**src/sv/sha1md_pkg.sv**
```systemverilog
// Types and constants shared by the SHA-1 digest block.
// Used by sha1md_core and sha1_message_digest; depends on nothing else.
package sha1md_pkg;

	// Input transaction: one optional message byte and an end mark.
	typedef struct packed {
		logic [7:0] data_byte;
		logic       has_byte;
		logic       end_of_message;
	} msg_t;

	// Output transaction: one digest word.
	typedef struct packed {
		logic [31:0] digest_word;
		logic [2:0]  word_index;
		logic        last_word;
	} dig_t;

	typedef enum logic [1:0] {
		ST_LOAD,
		ST_PAD,
		ST_HASH,
		ST_OUT
	} state_t;

	typedef logic [4:0][31:0] chain_t;

	// Index 0 (H0) sits in the low word of the packed array.
	localparam chain_t INIT_CHAIN = {
		32'hC3D2E1F0, 32'h10325476, 32'h98BADCFE, 32'hEFCDAB89, 32'h67452301
	};

	localparam logic [31:0] K_R0 = 32'h5A827999;
	localparam logic [31:0] K_R1 = 32'h6ED9EBA1;
	localparam logic [31:0] K_R2 = 32'h8F1BBCDC;
	localparam logic [31:0] K_R3 = 32'hCA62C1D6;

	localparam logic [7:0] PAD_BYTE  = 8'h80;
	localparam logic [5:0] LAST_POS  = 6'd63;
	localparam logic [5:0] LEN_POS   = 6'd56;
	localparam logic [6:0] ADD_STEP  = 7'd80;
	localparam logic [2:0] LAST_IDX  = 3'd4;

	// Sequencer requests to the compression core.
	typedef struct packed {
		logic       push;
		logic [7:0] push_byte;
		logic       restart;
	} ctrl_t;

	// Core status back to the sequencer.
	typedef struct packed {
		logic       busy;
		logic       done;
		logic [5:0] pos;
		chain_t     chain;
	} stat_t;

endpackage

```
**src/sv/sha1md_core.sv**
```systemverilog
// SHA-1 compression core: byte packing, 16-word schedule window and one
// shared round unit stepped 80 times per block. Depends on sha1md_pkg.
module sha1md_core (
	input  logic               clk,
	input  logic               arst_n,
	input  sha1md_pkg::ctrl_t  ctrl,
	output sha1md_pkg::stat_t  stat
);

	sha1md_pkg::chain_t chain_q;
	logic [31:0]        win_q [16];
	logic [23:0]        acc_q;
	logic [5:0]         pos_q;
	logic               busy_q;
	logic [6:0]         rnd_q;
	logic [31:0]        a_q, b_q, c_q, d_q, e_q;

	logic [31:0] f_val;
	logic [31:0] k_val;
	logic [31:0] w_new;
	logic [31:0] t_val;
	logic [31:0] w_mix;
	logic        round_en;
	logic        done;

	always_comb begin
		if (rnd_q < 7'd20) begin
			f_val = (b_q & c_q) | (~b_q & d_q);
			k_val = sha1md_pkg::K_R0;
		end else if (rnd_q < 7'd40) begin
			f_val = b_q ^ c_q ^ d_q;
			k_val = sha1md_pkg::K_R1;
		end else if (rnd_q < 7'd60) begin
			f_val = (b_q & c_q) | (b_q & d_q) | (c_q & d_q);
			k_val = sha1md_pkg::K_R2;
		end else begin
			f_val = b_q ^ c_q ^ d_q;
			k_val = sha1md_pkg::K_R3;
		end
	end

	// The window head is W[t]; the word shifted in is W[t+16].
	assign w_mix    = win_q[13] ^ win_q[8] ^ win_q[2] ^ win_q[0];
	assign w_new    = {w_mix[30:0], w_mix[31]};
	assign t_val    = {a_q[26:0], a_q[31:27]} + f_val + e_q + win_q[0] + k_val;
	assign round_en = busy_q && (rnd_q != sha1md_pkg::ADD_STEP);
	assign done     = busy_q && (rnd_q == sha1md_pkg::ADD_STEP);

	always_ff @(posedge clk) begin
		if (ctrl.push) begin
			if (pos_q[1:0] == 2'b11) begin
				for (int i = 0; i < 15; i++) begin
					win_q[i] <= win_q[i+1];
				end
				win_q[15] <= {acc_q, ctrl.push_byte};
			end else begin
				acc_q <= {acc_q[15:0], ctrl.push_byte};
			end
		end else if (round_en) begin
			for (int i = 0; i < 15; i++) begin
				win_q[i] <= win_q[i+1];
			end
			win_q[15] <= w_new;
		end

		if (ctrl.push && (pos_q == sha1md_pkg::LAST_POS)) begin
			a_q <= chain_q[0];
			b_q <= chain_q[1];
			c_q <= chain_q[2];
			d_q <= chain_q[3];
			e_q <= chain_q[4];
		end else if (round_en) begin
			a_q <= t_val;
			b_q <= a_q;
			c_q <= {b_q[1:0], b_q[31:2]};
			d_q <= c_q;
			e_q <= d_q;
		end
	end

	always_ff @(posedge clk or negedge arst_n) begin
		if (!arst_n) begin
			chain_q <= sha1md_pkg::INIT_CHAIN;
			pos_q   <= '0;
			busy_q  <= 1'b0;
			rnd_q   <= '0;
		end else begin
			if (ctrl.push) begin
				pos_q <= pos_q + 6'd1;
				if (pos_q == sha1md_pkg::LAST_POS) begin
					busy_q <= 1'b1;
					rnd_q  <= '0;
				end
			end
			if (round_en) begin
				rnd_q <= rnd_q + 7'd1;
			end
			if (done) begin
				busy_q     <= 1'b0;
				chain_q[0] <= chain_q[0] + a_q;
				chain_q[1] <= chain_q[1] + b_q;
				chain_q[2] <= chain_q[2] + c_q;
				chain_q[3] <= chain_q[3] + d_q;
				chain_q[4] <= chain_q[4] + e_q;
			end
			if (ctrl.restart) begin
				chain_q <= sha1md_pkg::INIT_CHAIN;
			end
		end
	end

	assign stat.busy  = busy_q;
	assign stat.done  = done;
	assign stat.pos   = pos_q;
	assign stat.chain = chain_q;

endmodule

```
**src/sv/sha1_message_digest.sv**
```systemverilog
// SHA-1 message digest over a byte stream: sequencer, length counter,
// padding and digest output. Depends on sha1md_pkg and sha1md_core.
//
//   channel | direction | handshake            | payload
//   msg     | in        | msg_valid, msg_stall | msg_t: data_byte, has_byte, end_of_message
//   dig     | out       | dig_valid, dig_stall | dig_t: digest_word, word_index, last_word
//
// A transaction without a block boundary leaves the sequencer loading; the one that fills a
// 64-byte block hands it to the shared round unit (80 rounds, one add).
// An end mark adds padding bytes up to the end of each padding block (two blocks at
// most), each block followed by its rounds and the add, then five digest words.
// Reset loads the SHA-1 initial chain and clears the bit length.
// msg_stall is high while padding, hashing or emitting; dig_stall holds a word.
module sha1_message_digest (
	input  logic              clk,
	input  logic              arst_n,
	input  logic              msg_valid,
	output logic              msg_stall,
	input  sha1md_pkg::msg_t  msg,
	output logic              dig_valid,
	input  logic              dig_stall,
	output sha1md_pkg::dig_t  dig
);

	sha1md_pkg::state_t state_q, state_d;
	sha1md_pkg::ctrl_t  ctrl;
	sha1md_pkg::stat_t  stat;

	logic [63:0] len_q;
	logic        pad_q;
	logic        padded_q;
	logic        two_q;
	logic        fin_q;
	logic [2:0]  wi_q;

	logic        msg_acc;
	logic        dig_acc;
	logic [5:0]  pos_next;
	logic [63:0] len_sh;
	logic [7:0]  pad_byte;

	sha1md_core u_core (
		.clk    (clk),
		.arst_n (arst_n),
		.ctrl   (ctrl),
		.stat   (stat)
	);

	assign msg_acc  = msg_valid && !msg_stall;
	assign dig_acc  = dig_valid && !dig_stall;
	assign pos_next = stat.pos + {5'd0, msg.has_byte};
	assign len_sh   = len_q >> {~stat.pos[2:0], 3'b000};

	// The final block carries the bit length, big-endian, in its last eight bytes.
	always_comb begin
		if (!padded_q) begin
			pad_byte = sha1md_pkg::PAD_BYTE;
		end else if (two_q || (stat.pos < sha1md_pkg::LEN_POS)) begin
			pad_byte = 8'h00;
		end else begin
			pad_byte = len_sh[7:0];
		end
	end

	always_ff @(posedge clk or negedge arst_n) begin
		if (!arst_n) begin
			state_q <= sha1md_pkg::ST_LOAD;
		end else begin
			state_q <= state_d;
		end
	end

	always_comb begin
		state_d        = state_q;
		ctrl           = '0;
		msg_stall      = 1'b1;
		dig_valid      = 1'b0;
		case (state_q)
			sha1md_pkg::ST_LOAD: begin
				msg_stall = 1'b0;
				if (msg_valid) begin
					ctrl.push      = msg.has_byte;
					ctrl.push_byte = msg.data_byte;
					if (msg.has_byte && (stat.pos == sha1md_pkg::LAST_POS)) begin
						state_d = sha1md_pkg::ST_HASH;
					end else if (msg.end_of_message) begin
						state_d = sha1md_pkg::ST_PAD;
					end
				end
			end
			sha1md_pkg::ST_PAD: begin
				ctrl.push      = 1'b1;
				ctrl.push_byte = pad_byte;
				if (stat.pos == sha1md_pkg::LAST_POS) begin
					state_d = sha1md_pkg::ST_HASH;
				end
			end
			sha1md_pkg::ST_HASH: begin
				if (stat.done) begin
					if (!pad_q) begin
						state_d = sha1md_pkg::ST_LOAD;
					end else if (fin_q) begin
						state_d = sha1md_pkg::ST_OUT;
					end else begin
						state_d = sha1md_pkg::ST_PAD;
					end
				end
			end
			sha1md_pkg::ST_OUT: begin
				dig_valid = 1'b1;
				if (!dig_stall && (wi_q == sha1md_pkg::LAST_IDX)) begin
					ctrl.restart = 1'b1;
					state_d      = sha1md_pkg::ST_LOAD;
				end
			end
			default: begin
				state_d = sha1md_pkg::ST_LOAD;
			end
		endcase
	end

	always_ff @(posedge clk or negedge arst_n) begin
		if (!arst_n) begin
			len_q    <= '0;
			pad_q    <= 1'b0;
			padded_q <= 1'b0;
			two_q    <= 1'b0;
			fin_q    <= 1'b0;
			wi_q     <= '0;
		end else begin
			if (msg_acc) begin
				if (msg.has_byte) begin
					len_q <= len_q + 64'd8;
				end
				if (msg.end_of_message) begin
					pad_q    <= 1'b1;
					padded_q <= 1'b0;
					fin_q    <= 1'b0;
					// A pad byte at or past the length field needs an extra block.
					two_q    <= (pos_next >= sha1md_pkg::LEN_POS);
				end
			end
			if (state_q == sha1md_pkg::ST_PAD) begin
				padded_q <= 1'b1;
				if (stat.pos == sha1md_pkg::LAST_POS) begin
					fin_q <= !two_q;
					two_q <= 1'b0;
				end
			end
			if (dig_acc) begin
				if (wi_q == sha1md_pkg::LAST_IDX) begin
					wi_q  <= '0;
					len_q <= '0;
					pad_q <= 1'b0;
				end else begin
					wi_q <= wi_q + 3'd1;
				end
			end
		end
	end

	assign dig.digest_word = stat.chain[wi_q];
	assign dig.word_index  = wi_q;
	assign dig.last_word   = (wi_q == sha1md_pkg::LAST_IDX);

	// The round unit is idle whenever digest words are shown.
	assert property (@(posedge clk) disable iff (!arst_n)
		dig_valid |-> !stat.busy)
		else $error("digest shown while the round unit is busy");

	// A finished compression is seen only by the hash wait state.
	assert property (@(posedge clk) disable iff (!arst_n)
		stat.done |-> (state_q == sha1md_pkg::ST_HASH))
		else $error("compression finished outside the hash state");

	// Padding always ends on a block boundary before output.
	assert property (@(posedge clk) disable iff (!arst_n)
		(state_q == sha1md_pkg::ST_OUT) |-> (stat.pos == 6'd0))
		else $error("digest output with a partial block");

	// After the last word the chain and the length restart.
	assert property (@(posedge clk) disable iff (!arst_n)
		(dig_acc && dig.last_word) |=>
			((stat.chain == sha1md_pkg::INIT_CHAIN) && (len_q == 64'd0)))
		else $error("state not re-initialized after the digest");

endmodule

```
**config.mk**
```make
export PLATFORM = sky130hd
export DESIGN_NAME = sha1_message_digest
export DESIGN_NICKNAME = d
export VERILOG_FILES = /design/src/sv/sha1md_pkg.sv /design/src/sv/sha1md_core.sv /design/src/sv/sha1_message_digest.sv
export SDC_FILE = /design/constraint.sdc
export NUM_CORES = 2
export LEC_CHECK = 0
export ABC_AREA = 0
export BUFFER_PORTS_ARGS = -buffer_cell sky130_fd_sc_hd__buf_4
export CORE_MARGIN = 2
export CORE_UTILIZATION = 50
export DETAILED_ROUTE_END_ITERATION = 10
export MAX_ROUTING_LAYER = met4
export PLACE_DENSITY = 0.68
export SLEW_MARGIN = 20
export SYNTH_ARGS = -nofsm -noshare
export SYNTH_HDL_FRONTEND = slang
export SYNTH_HIERARCHICAL = 1
export SYNTH_SLANG_ARGS = --single-unit
```
**constraint.sdc**
```tcl
create_clock -name clk -period 51.1 [get_ports clk]
set_input_delay 7.665 -clock clk [delete_from_list [all_inputs] [get_ports clk]]
set_output_delay 7.665 -clock clk [all_outputs]
set_load 0.01 [all_outputs]
```
==> results_dict.tcl <==
set metrics [dict create \
    ctsResizeCount 0 \
    syn_area_um2 49210 \
    comb_power_share 0.004 \
    clk_latency_ps 690 \
    crit_fanout 98 \
    switching_share 0.2039 \
    cp_data_arrival_time_ps 12090 \
    drtPass1Iterations 8 \
    drt_iter0_drc 3648 \
    die_w_um 317.7 \
    status "finished clean" \
    tightest_slew_ps 1073 \
    grt_use_total 0.2478 \
    cp-endpoint "u_core/b_q[23]" \
    grt_overflow 0 \
    synthCells 4237 \
    hold_violations 0 \
    rrSetupSlack_ps 43710 \
    worstSetupStartpointType "input port" \
    ir_worst_vdd_uv 27.34 \
    portBuffers 51 \
    final_core_util 0.5549 \
    root_buffer "clkbuf_16" \
    clockBufferDepth 3 \
    ctsHoldBuffers 0 \
    finalCriticalPeriod_ps 11810 \
    dpl_cell_area_um2 50950 \
    cts_tree "yes" \
    postLayoutSetupSlackWorst_ps 39290 \
    path_clk_slew_ps 60 \
    worstSetupEndpointType "flip-flop" \
    critPathLaunch "msg[1]" \
    wire_per_inst_um 21.71 \
    dp_hpwl_um 83030 \
    crit_slowest_cell "buf_4" \
    drive_above_1_share 0.09929 \
    totalWireLength_um 122700 \
    pwr-share-seq 0.522 \
    min_period_over_period 0.2312 \
    design_area_um2 54370 \
    final_antenna_net_count 0 \
    power_uw 1556 \
    fin_worst_skew_ps 45.96 \
    intPower_uw 1239 \
    r2r_end "u_core/a_q[21]" \
    grt_pass1_vias 31310 \
    grt_antenna_before_repair 1 \
    dieArea_um2 100900 \
    htreeDepth 3 \
    tns_ps 0 \
    dp_slack_ps 38650 \
    p_sw_uw 317.3 \
    num_vias 32960 \
    cp.required_ps 51370 \
    grt_max_degree 226 \
    core_um2 97990 \
    cts.sinks 940 \
    slew_headroom 0.2848 \
    grt_pass1_wl_um 188200 \
    postSynthAreaPerCell_um2 11.61 \
    post_cts_buffers 0 \
    hold_path.class "reg -> reg" \
    cts_made_buffers 100 \
    drc_errors 0 \
    cp_slowest_stage_delay_ps 860 \
    max_freq_mhz 84.65 \
    cap_violations 0 \
    syn_to_final_growth_pct 10.50 \
    nets 4616 \
    reg2regPathDepth 25 \
    setup_viol 0 \
    holdCritStartpoint "u_core/win_q[1][207]" \
    pin_count 52 \
    fillCellCount 8046 \
    cp_cell_sequence "buf_4, nand4bb_1, nand2_1, and2_2, buf_4, and3_1, and3_4, nor2_1, inv_6, buf_4" \
    initial_utilization 0.5022 \
    worstSetupPathType "in -> reg" \
    rows 115 \
    yosys_warnings 6 \
    power_frac_clock 0.474 \
    rsz0062_at_grt "no" \
    r2r-start "u_core/rnd_q[5]" \
    die_y_um 317.7 \
    gp_congestion 0.9105 \
    drv_slew 0 \
    path_common_cell "buf_4" \
    power.leakage_uw 0.02074 \
    power_density_nw_per_um2 28.62 \
    synth_fp_nets 4577 \
    vias_per_cell 5.834 \
]
flip-flops by register name, summed over array words and instances (netlist names), 2 cells and up:
signal and cells:
len_q 61, state_q 2, u_core/a_q 32, u_core/acc_q 24, u_core/b_q 32, u_core/c_q 32, u_core/d_q 32, u_core/e_q 32
u_core/pos_q 6, u_core/rnd_q 7, u_core/stat 160, u_core/win_q 512, wi_q 3
power groups by stage:
stage | combinational, µW | clock (µW) | sequential (µW)
3_5_place_dp | 6.23 | 0 | 827
4_1_cts | 6.27 | 752 | 812
5_1_grt | 6.78 | 783 | 812
3_3_place_gp | 6.29 | 0 | 827
2_1_floorplan | 0.250 | 0 | 827
6_report | 5.97 | 738 | 812
stage by stage:
stage | cells | hold slack, ps
4_1_cts | 5646 | 402.2
3_3_place_gp | 5459 | 400.4
5_1_grt | 5649 | 417.0
6_report | 5650 | 405.3
3_5_place_dp | 5459 | 404.5
2_1_floorplan | 4237 | 400.3
worst min-delay path by stage:
stage	end	slack, ps	depth (start not counted)
2_1_floorplan	u_core/win_q[0][0]	400	0
3_3_place_gp	u_core/win_q[0][24]	400	0
3_5_place_dp	u_core/win_q[0][117]	400	0
4_1_cts	u_core/win_q[1][175]	400	0
5_1_grt	u_core/win_q[1][175]	420	0
6_report	u_core/win_q[1][175]	410	0
critical path, delay by kind of cell:
kind,cells,cell delay (ps)
buffers and inverters,4,2250
and+or+nand+nor,6,2010
per-layer routing:
layer	global-route usage	routed length (µm)	vias to the layer above
li1	-	-	15250
met1	0.3528	54520	16320
met2	0.3749	56560	1204
met3	0.03051	7755	196
met4	0.07418	3815	0
met5	-	0	-
final cells by class:
type                            instances  area (µm²)  area share
Tap cell                             1287        1610     0.02961
Inverter                              304        1146     0.02108
Sequential cell                       940       27110      0.4986
Multi-Input combinational cell       2848       20420      0.3756
Clock inverter                         66       693.2     0.01275
Antenna cell                            2       5.005  0.00009204
Clock buffer                          121        2674     0.04917
Timing Repair Buffer                   82       713.2     0.01312
cells in the final DEF, fill, tap and decap left out, types with 23 or more instances in the layout:
cell and n:
nand2_1 704, edfxtp_1 696, inv_1 299, a21oi_1 252, o21ai_0 249, ha_1 201, nor2_1 195, xnor2_1 192
dfrtp_1 162, fa_1 125, clkbuf_16 102, a21o_1 97, xor2_1 86, dfstp_2 80, buf_4 75, nand3_1 65
o211ai_1 62, mux2i_1 45, mux4_2 43, nand4_1 39, a211oi_1 36, or3_1 33, o21a_1 33, nor3_1 29
o31ai_1 27, o21bai_1 24, nand2b_1 23
Power figures use the tool's default switching activity.
